`src/sv/spi_rac_pkg.sv`:
```
// ----------------------------------------------------------------------------
// spi_rac_pkg
// Shared opcodes, narrow register list and result type for the SPI
// register access slave.
// ----------------------------------------------------------------------------
package spi_rac_pkg;

  localparam logic [7:0] OP_SETADDR  = 8'h20;
  localparam logic [7:0] OP_WRITEREG = 8'h2D;
  localparam logic [7:0] OP_READREG  = 8'h6D;
  localparam logic [7:0] READ_STATUS = 8'h80;

  localparam int unsigned NumNarrow = 8;

  // registers that are accessed as 16 bits, all others are 32 bits
  localparam logic [15:0] NARROW_REGS [NumNarrow] = '{
    16'h0400, 16'h0404, 16'h0410, 16'h21F0,
    16'h0A28, 16'h0908, 16'h0C08, 16'h22F0
  };

  typedef struct packed {
    logic [7:0]  miso_value;
    logic        write_strobe;
    logic [15:0] reg_address;
    logic [31:0] write_data;
    logic        read_strobe;
    logic        wide_access;
    logic        ignored_flag;
  } result_t;

  function automatic logic is_wide(input logic [15:0] addr);
    logic wide;
    wide = 1'b1;
    for (int i = 0; i < NumNarrow; i++) begin
      if (NARROW_REGS[i] == addr) wide = 1'b0;
    end
    return wide;
  endfunction

endpackage

```
`src/sv/spi_register_access_slave_core.sv`:
```
// path: a transaction is captured in the input register, then moves through the decode
//   stage into the result register once that slot is free or being emptied
// throughput: one byte per cycle while out_ready_i does not stall the result, set by the
//   input register feeding the decode stage and the result register behind it; both advance together
// reset: rst_ni clears both stage valids, the command state (idle, no frame),
//   the address and the shift/latch registers
// ----------------------------------------------------------------------------
// spi_register_access_slave_core
// Device-side SPI command front end: opcode decode, address load, register
// write assembly and read data return, one MISO byte per MOSI byte.
// ----------------------------------------------------------------------------
module spi_register_access_slave_core (
  input  logic        clk_i,
  input  logic        rst_ni,
  // input channel
  input  logic        in_valid_i,
  output logic        in_ready_o,
  input  logic        frame_start_i,
  input  logic [7:0]  mosi_value_i,
  input  logic [31:0] read_value_i,
  // result channel
  output logic        out_valid_o,
  input  logic        out_ready_i,
  output logic [7:0]  miso_value_o,
  output logic        write_strobe_o,
  output logic [15:0] reg_address_o,
  output logic [31:0] write_data_o,
  output logic        read_strobe_o,
  output logic        wide_access_o,
  output logic        ignored_flag_o
);

  // input register stage
  logic        in_vld_q, in_vld_d;
  logic        fs_q;
  logic [7:0]  mosi_q;
  logic [31:0] rv_q;

  // result register stage
  logic                 out_vld_q, out_vld_d;
  spi_rac_pkg::result_t res_q;
  spi_rac_pkg::result_t res_comb;

  logic in_fire;
  logic advance;

  // the decode stage moves when it holds a byte and the result slot is free
  // or being emptied in this cycle
  assign advance    = in_vld_q && (!out_vld_q || out_ready_i);
  assign in_ready_o = !in_vld_q || advance;
  assign in_fire    = in_valid_i && in_ready_o;

  always_comb begin
    in_vld_d = in_vld_q;
    if (in_fire) begin
      in_vld_d = 1'b1;
    end else if (advance) begin
      in_vld_d = 1'b0;
    end

    out_vld_d = out_vld_q;
    if (advance) begin
      out_vld_d = 1'b1;
    end else if (out_ready_i) begin
      out_vld_d = 1'b0;
    end
  end

  // command state is stepped exactly once per transaction, when it moves on
  spi_rac_decode u_decode (
    .clk_i         (clk_i),
    .rst_ni        (rst_ni),
    .step_i        (advance),
    .frame_start_i (fs_q),
    .mosi_value_i  (mosi_q),
    .read_value_i  (rv_q),
    .result_o      (res_comb)
  );

  always_ff @(posedge clk_i or negedge rst_ni) begin
    if (!rst_ni) begin
      in_vld_q  <= 1'b0;
      out_vld_q <= 1'b0;
    end else begin
      in_vld_q  <= in_vld_d;
      out_vld_q <= out_vld_d;
    end
  end

  // payload registers, no reset needed
  always_ff @(posedge clk_i) begin
    if (in_fire) begin
      fs_q   <= frame_start_i;
      mosi_q <= mosi_value_i;
      rv_q   <= read_value_i;
    end
    if (advance) begin
      res_q <= res_comb;
    end
  end

  assign out_valid_o    = out_vld_q;
  assign miso_value_o   = res_q.miso_value;
  assign write_strobe_o = res_q.write_strobe;
  assign reg_address_o  = res_q.reg_address;
  assign write_data_o   = res_q.write_data;
  assign read_strobe_o  = res_q.read_strobe;
  assign wide_access_o  = res_q.wide_access;
  assign ignored_flag_o = res_q.ignored_flag;

endmodule

```
`src/sv/spi_rac_decode.sv`:
```
// ----------------------------------------------------------------------------
// spi_rac_decode
// Command state and per-byte decode; state advances on each stepped byte.
// ----------------------------------------------------------------------------
module spi_rac_decode (
  input  logic                   clk_i,
  input  logic                   rst_ni,
  input  logic                   step_i,
  input  logic                   frame_start_i,
  input  logic [7:0]             mosi_value_i,
  input  logic [31:0]            read_value_i,
  output spi_rac_pkg::result_t   result_o
);

  typedef enum logic [2:0] {
    PH_IDLE,
    PH_ADDR,
    PH_WRITE,
    PH_READ,
    PH_DONE
  } phase_e;

  phase_e      phase_q, phase_d;
  logic [2:0]  pos_q, pos_d;
  logic [15:0] addr_q, addr_d;
  logic [7:0]  ashift_q, ashift_d;
  logic [31:0] dshift_q, dshift_d;
  logic [31:0] rlatch_q, rlatch_d;

  logic        wide_cur;
  logic [2:0]  nbytes;
  logic [2:0]  pos_inc;
  logic [31:0] dshift_next;
  logic [2:0]  byte_sel;

  always_comb begin
    wide_cur    = spi_rac_pkg::is_wide(addr_q);
    nbytes      = wide_cur ? 3'd4 : 3'd2;
    pos_inc     = pos_q + 3'd1;
    dshift_next = {dshift_q[23:0], mosi_value_i};
    byte_sel    = nbytes - pos_q;

    phase_d  = phase_q;
    pos_d    = pos_q;
    addr_d   = addr_q;
    ashift_d = ashift_q;
    dshift_d = dshift_q;
    rlatch_d = rlatch_q;

    result_o = '0;

    if (frame_start_i) begin
      pos_d = 3'd0;
      unique case (mosi_value_i)
        spi_rac_pkg::OP_SETADDR: begin
          phase_d = PH_ADDR;
        end
        spi_rac_pkg::OP_WRITEREG: begin
          phase_d  = PH_WRITE;
          dshift_d = '0;
        end
        spi_rac_pkg::OP_READREG: begin
          phase_d              = PH_READ;
          rlatch_d             = read_value_i;
          result_o.read_strobe = 1'b1;
        end
        default: begin
          phase_d               = PH_DONE;
          result_o.ignored_flag = 1'b1;
        end
      endcase
    end else begin
      unique case (phase_q)
        PH_ADDR: begin
          if (pos_q == 3'd0) begin
            ashift_d = mosi_value_i;
            pos_d    = 3'd1;
          end else begin
            addr_d  = {ashift_q, mosi_value_i};
            phase_d = PH_DONE;
          end
        end
        PH_WRITE: begin
          dshift_d = dshift_next;
          pos_d    = pos_inc;
          if (pos_inc >= nbytes) begin
            result_o.write_strobe = 1'b1;
            result_o.write_data   = wide_cur ? dshift_next : {16'h0, dshift_next[15:0]};
            phase_d               = PH_DONE;
          end
        end
        PH_READ: begin
          if (pos_q == 3'd0) begin
            result_o.miso_value = spi_rac_pkg::READ_STATUS;
          end else begin
            result_o.miso_value = rlatch_q[{byte_sel[1:0], 3'b000} +: 8];
          end
          pos_d = pos_inc;
          if (pos_inc > nbytes) phase_d = PH_DONE;
        end
        default: begin
          result_o.ignored_flag = 1'b1;
        end
      endcase
    end

    result_o.reg_address = addr_d;
    result_o.wide_access = spi_rac_pkg::is_wide(addr_d);
  end

  always_ff @(posedge clk_i or negedge rst_ni) begin
    if (!rst_ni) begin
      phase_q  <= PH_IDLE;
      pos_q    <= '0;
      addr_q   <= '0;
      ashift_q <= '0;
      dshift_q <= '0;
      rlatch_q <= '0;
    end else if (step_i) begin
      phase_q  <= phase_d;
      pos_q    <= pos_d;
      addr_q   <= addr_d;
      ashift_q <= ashift_d;
      dshift_q <= dshift_d;
      rlatch_q <= rlatch_d;
    end
  end

endmodule

```
`config.mk`:
```
export PLATFORM = sky130hd
export DESIGN_NAME = spi_register_access_slave_core
export DESIGN_NICKNAME = d
export VERILOG_FILES = /design/src/sv/spi_rac_pkg.sv /design/src/sv/spi_register_access_slave_core.sv /design/src/sv/spi_rac_decode.sv
export SDC_FILE = /design/constraint.sdc
export NUM_CORES = 1
export LEC_CHECK = 0
export BUFFER_PORTS_ARGS = -buffer_cell sky130_fd_sc_hd__buf_2
export CAP_MARGIN = 10
export CORE_AREA = 2 2 126 128
export DETAILED_ROUTE_END_ITERATION = 12
export DIE_AREA = 0 0 128 130
export PLACE_DENSITY = 0.75
export SYNTH_ARGS = -nofsm -noshare
export SYNTH_HDL_FRONTEND = slang
export SYNTH_SLANG_ARGS = --single-unit
```
`constraint.sdc`:
```
create_clock -name clk_i -period 3.6 [get_ports clk_i]
set_input_delay 0.18 -clock clk_i [delete_from_list [all_inputs] [get_ports clk_i]]
set_output_delay 0.18 -clock clk_i [all_outputs]
set_load 0.01 [all_outputs]
```
==> out/metrics.csv, run 1 <==
stage,metric,value,unit
status,outcome,"finished, final reports clean",
clock_network,clock_latency,0.43,ns
worst_setup_path,crit_slowest_cell,or4b_4,
timing,min_period,3.23,ns
power,powerDensity,491,nW/µm²
synthesis,syn_inst,548,
timing,fin_crit_sh,89.8,%
worst_setup_path,cp_max_fo,16,
routing,first_iter_violations,393,
power,irDropWorstVdd,0.000320,V
die,rows,46,
worst_setup_path,arrival,3.41,ns
timing,timing_worst_slew_pin_value,0.984,ns
clock_network,cts_tree,yes,
synthesis,yosys_register_bits,189,
routing,wl_per_cell,17.7,µm
die,die_h,130,µm
flow_run,maxCapViolCount,0,
routing,viasPerCell,5.47,
global_route,grt_max_degree,70,
timing,fmaxAchievable,0.309,GHz
synthesis,yosysSeqAreaShare,67.3,%
placed_design,io_buffers,106,
global_route,use_met3,5.29,%
routing,firstDrtPassIters,5,
timing,skew,0.0147,ns
synthesis,async_flop_share,46.6,%
global_route,grt_pass1_wl,25.5,mm
placed_design,place_congestion,0.910,
global_route,grtUsageMet1,26.1,%
cells_and_area,utilization,61.5,%
worst_setup_path,worst_ep_required_time,3.78,ns
clock_network,cts.path.max_buffers,2,
global_route,busiest_layer,met2,
clock_network,clock_sinks,189,
synthesis,yosysUniqueCellTypes,46,
cells_and_area,antenna_cells,0,
cells_and_area,finalNetCount,745,
worst_hold_path,hold_start,out_ready_i,
cells_and_area,syn_to_final_growth,22.0,%
worst_setup_path,critPathLaunchType,flop,
worst_setup_path,endpoint_kind,flop,
synthesis,synth_edf_count,101,
global_route,gr-usage-met2,33.1,%
worst_setup_path,r2r-start,u_decode.addr_q[2],
global_route,antenna_found_initial,0,
worst_hold_path,min_path_cells,3,
timing,hold_viol,0,
timing,relSlewSlack,34.4,%
worst_setup_path,crit_path_cell_trace,nor3_1 > nand4_1 > or4b_4 > nand2_1 > ha_1 > a21bo_2 > a21oi_1 > nor3_2 > and3_1 > and2_1,
clock_network,cts_resized,0,
cells_and_area,drive_above_1_share,29.3,%
cells_and_area,fillers,1141,
synthesis,yosys_warnings,0,
clock_network,path_clk_slew,0.07,ns
synthesis,synth_area_per_cell,14.2,µm²
global_route,grt_overflow,0,
clock_network,cts_setup_buffers,0,
timing,drv_slew,0,
routing,vias,4926,
die,start_util,50.4,%
die,die_x,128,µm
die,dieArea,16600,µm²
timing,tns,0,ns
die,io_pins,107,
routing,wirelength,16.0,mm
cells_and_area,regArea,5240,µm²
synthesis,syn_area,7780,µm²
routing,ant_nets,0,
clock_network,numCtsBuffers,17,
worst_setup_path,r2r_cells,10,
worst_setup_path,rr_endpoint,write_data_o[22],
worst_hold_path,min_path_type,in -> reg,
timing,setup_viol,0,
global_route,first_global_vias,4933,
clock_network,cts-root-buf,clkbuf_16,
worst_setup_path,reg2reg_slack,0.37,ns
worst_setup_path,slowest_delay,0.56,ns
clock_network,cts_max_level,4,
die,coreArea,15400,µm²
global_route,grt_usage,20.3,%
clock_network,cts_hold_buf,43,
cells_and_area,multiInputGateArea,2300,µm²
worst_setup_path,path_class,reg -> reg,
synthesis,ys.flop_type,edfxtp_1,
routing,drc,0,
placed_design,place_hpwl,10.2,mm
power,leakagePower,0.00419,µW
worst_hold_path,hold_end,out_valid_o,
synthesis,syn_nets,597,
timing,grt_setup_unrepaired,false,
## stage by stage
stage | total power (µW) | setup WS [ns] | instances | cell area (µm²) | hold slack [ns]
2_1_floorplan | 2690 | 0.0452 | 548 | 7780 | -0.116
3_3_place_gp | 2830 | 0.470 | 826 | 8480 | 0.349
3_5_place_dp | 2840 | 0.417 | 826 | 8480 | 0.358
4_1_cts | 4700 | 0.403 | 901 | 9490 | 0.0303
5_1_grt | 4830 | 0.107 | 901 | 9490 | 0.0545
6_report | 4660 | 0.368 | 901 | 9490 | 0.0554
## worst max-delay path: cells and delay by family (launching register included)
kind                     cells  cell delay, ns
AO/OA/AOI/OAI                2            0.50
adder cells (fa/ha/maj)      1            0.24
flip-flops                   1            0.41
AND/OR/NAND/NOR              7            1.83
## final cells by class
cell class,count,area share (%)
clock buffers,20,4.71
clock inverters,12,1.34
inverters,33,1.31
multi-input cells,299,24.2
flip-flops and latches,189,55.2
well taps,192,2.53
repair buffers,156,10.7
## cells by family after synthesis
kind of cell | share of synthesized area, %
flip-flops | 67.3
AND/OR/NAND/NOR | 11.2
multiplexers | 12.4
AO/OA/AOI/OAI | 4.95
buffers and inverters | 3.18
adder cells (fa/ha/maj) | 0.643
XOR/XNOR | 0.338
## sequential cells by signal, indices dropped and copies added (netlist names)
name and flops:
read_strobe_o 1, mosi_q 8, u_decode.phase_q 3, u_decode.rlatch_q 32
write_data_o 32, u_decode.addr_q 16, ignored_flag_o 1, rv_q 32
fs_q 1, u_decode.dshift_q 24, out_valid_o 1, wide_access_o 1
reg_address_o 16, u_decode.ashift_q 8, in_vld_q 1, u_decode.pos_q 3
miso_value_o 8, write_strobe_o 1
## cells in the final DEF, fill, tap and decap left out, types with 4 or more instances in the layout
master,count
buf_2,105
edfxtp_1,101
dfrtp_1,88
mux2_2,55
dlygate4sd3_1,43
inv_1,33
o21ai_0,28
and2_1,27
nand3b_1,25
mux2i_1,20
clkbuf_16,17
nor2_1,16
mux2_1,13
a21oi_1,10
and3_1,10
nand3_1,9
nor4_1,9
nand2_1,8
buf_4,8
nand2b_1,7
nor3_1,7
a211oi_1,7
nand4_1,5
o31ai_1,5
a211o_1,5
nor2b_1,4
ha_1,4
inv_6,4
## layer usage
metal / routed length [µm] / vias to the layer above
met3: 915 / 25
met4: 325 / 0
li1: - / 2287
met5: 0 / -
met1: 6720 / 2415
met2: 8030 / 199
## cell usage after synthesis (all sizes together), types with 8 or more instances
master / count / area, µm²
nor4: 9 / 56.3
nand3b: 25 / 188
nor2: 16 / 60.1
dfrtp: 88 / 2200
edfxtp: 101 / 3030
buf: 11 / 63.8
mux2i: 20 / 200
mux2: 68 / 766
clkbuf: 16 / 60.1
nand3: 9 / 45.0
and3: 10 / 62.6
inv: 33 / 124
o21ai: 29 / 145
nand2: 10 / 42.5
nor3: 8 / 45.0
a21oi: 10 / 50.1
and2: 29 / 181
## where the power goes
group          total, µW  leakage, µW  switching [µW]  internal [µW]
clock               1820     0.000278             824            995
combinational        348      0.00186             199            149
sequential          2490      0.00206            74.2           2410
total               4660      0.00419            1100           3560
## worst max-delay path by stage
stage	start	to	slack (ns)	depth (start not counted)
2_1_floorplan	u_decode.pos_q[0]	write_data_o[22]	0.05	12
3_3_place_gp	u_decode.addr_q[2]	write_data_o[21]	0.47	10
3_5_place_dp	u_decode.addr_q[2]	write_data_o[17]	0.42	10
4_1_cts	u_decode.addr_q[2]	write_data_o[26]	0.40	10
5_1_grt	u_decode.addr_q[2]	write_data_o[31]	0.11	10
6_report	u_decode.addr_q[2]	write_data_o[22]	0.37	10
Note: power is estimated with default switching activity, not from simulation.
==> run 2: changes to the inputs <==
CORE_AREA = 2 2 116 118   (was 2 2 126 128)
DIE_AREA = 0 0 118 120   (was 0 0 128 130)
PLACE_DENSITY = 0.83   (was 0.75)
clock period = 4.1 ns   (was 3.6 ns; I/O delays follow)
==> out/metrics.csv, run 2 (synthesis results as in run 1) <==
stage,metric,value,unit
routing,firstDrtPassIters,4,
routing,viasPerCell,5.57,
timing,fin_crit_sh,80.2,%
die,die_x,118,µm
die,coreArea,13000,µm²
cells_and_area,antenna_cells,0,
routing,vias,4925,
timing,grt_setup_unrepaired,false,
worst_setup_path,r2r_cells,11,
global_route,antenna_found_initial,0,
die,io_pins,107,
worst_hold_path,min_path_cells,3,
die,die_h,120,µm
timing,tns,0,ns
power,irDropWorstVdd,0.000317,V
timing,hold_viol,0,
clock_network,cts_max_level,4,
clock_network,path_clk_slew,0.07,ns
routing,wirelength,16.2,mm
clock_network,cts.path.max_buffers,2,
status,outcome,"finished, final reports clean",
timing,timing_worst_slew_pin_value,0.972,ns
clock_network,cts_resized,0,
timing,min_period,3.29,ns
timing,fmaxAchievable,0.304,GHz
worst_setup_path,crit_family,simple AND/OR/NAND/NOR gates,
clock_network,cts-root-buf,clkbuf_16,
global_route,grt_usage,24.7,%
placed_design,place_congestion,0.902,
clock_network,numCtsBuffers,17,
global_route,grt_pass1_wl,26.4,mm
power,leakagePower,0.00421,µW
worst_hold_path,hold_start,out_ready_i,
worst_setup_path,critPathLaunchType,flop,
timing,drv_slew,0,
clock_network,cts_tree,yes,
timing,setup_viol,0,
clock_network,clock_latency,0.43,ns
cells_and_area,layout_common_cells,"buf_2 (105), edfxtp_1 (101), dfrtp_1 (88)",
worst_setup_path,slowest_delay,0.57,ns
timing,skew,0.00975,ns
cells_and_area,fillers,836,
routing,drc,0,
worst_setup_path,worst_ep_required_time,4.29,ns
cells_and_area,syn_to_final_growth,22.2,%
placed_design,place_hpwl,10.0,mm
cells_and_area,layout_commonest_cell,buf_2,
worst_setup_path,cp_max_fo,16,
global_route,first_global_vias,5142,
die,start_util,59.9,%
worst_setup_path,reg2reg_slack,0.81,ns
worst_setup_path,rr_endpoint,write_data_o[31],
worst_hold_path,hold_end,out_valid_o,
cells_and_area,instances_no_fill,884,
worst_setup_path,endpoint_kind,flop,
routing,first_iter_violations,362,
worst_setup_path,r2r-start,u_decode.addr_q[1],
worst_setup_path,crit_slowest_cell,or4b_4,
routing,ant_nets,0,
cells_and_area,drive_above_1_share,29.2,%
global_route,grt_overflow,0,
worst_setup_path,cp_num_buf_inv,1,
die,rows,42,
worst_setup_path,path_class,reg -> reg,
clock_network,clock_sinks,189,
global_route,grt_max_degree,52,
power,powerDensity,441,nW/µm²
routing,wl_per_cell,18.3,µm
worst_setup_path,crit_path_cell_trace,nor3_1 > nand4_1 > or4b_4 > nand2_1 > ha_1 > a21bo_2 > a21oi_1 > buf_4 > nor3_2 > and3_1 > and2_1,
clock_network,cts_setup_buffers,0,
worst_hold_path,min_path_type,in -> reg,
die,dieArea,14200,µm²
placed_design,placedCellCount,809,
cells_and_area,finalNetCount,744,
placed_design,io_buffers,106,
flow_run,maxCapViolCount,0,
timing,relSlewSlack,35.2,%
worst_setup_path,arrival,3.47,ns
run 2: metal layers:
layer	vias to the layer above	track usage [%]	wire length, µm
met5	-	0	0
met3	38	6.23	924
met1	2411	30.3	6600
met4	0	11.5	452
met2	190	41.6	8210
li1	2286	-	-
run 2: power breakdown:
group	total, µW	leakage, µW	switching, µW	internal, µW
Clock	1700	0.000299	697	1000
Sequential	2200	0.00206	75.5	2120
Combinational	298	0.00185	166	131
run 2: how the worst max path moves through the flow:
stage / start / to / slack, ns / depth (start not counted)
3_5_place_dp: u_decode.addr_q[1] / write_data_o[21] / 0.86 / 11
6_report: u_decode.addr_q[1] / write_data_o[31] / 0.81 / 11
3_3_place_gp: u_decode.addr_q[2] / write_data_o[21] / 0.92 / 11
2_1_floorplan: u_decode.pos_q[0] / write_data_o[22] / 0.55 / 12
5_1_grt: u_decode.addr_q[1] / write_data_o[21] / 0.61 / 11
4_1_cts: u_decode.addr_q[1] / write_data_o[31] / 0.83 / 11
run 2: final cells by class:
class / instances / area [µm²] / area share [%]
Timing Repair Buffer: 155 / 1010 / 10.6
Tap cell: 176 / 220 / 2.32
Clock buffer: 21 / 460 / 4.85
Inverter: 33 / 124 / 1.30
Multi-Input combinational cell: 299 / 2300 / 24.2
Sequential cell: 189 / 5240 / 55.1
Clock inverter: 11 / 155 / 1.63
run 2: repair_timing:
action	4_1_cts	5_1_grt
endpoints found under the setup margin	0	0
hold buffers	43	0
endpoints found under the hold margin	92	0
run 2: worst min-delay path, stage by stage:
cell      delay [ns]
buf_2           0.08
nand2b_1        0.11
nand2b_1        0.06
run 2: through the flow:
| stage | power (µW) | util, % | hold WS [ns] | area [µm²] | setup slack, ns |
|---|---|---|---|---|---|
| 5_1_grt | 4330 | 73.2 | 0.0765 | 9500 | 0.607 |
| 6_report | 4190 | 73.2 | 0.0615 | 9500 | 0.814 |
| 4_1_cts | 4210 | 73.2 | 0.0493 | 9500 | 0.827 |
| 3_5_place_dp | 2490 | 65.2 | 0.292 | 8460 | 0.864 |
| 2_1_floorplan | 2360 | - | -0.0906 | 7780 | 0.545 |
| 3_3_place_gp | 2480 | 65.2 | 0.274 | 8460 | 0.919 |
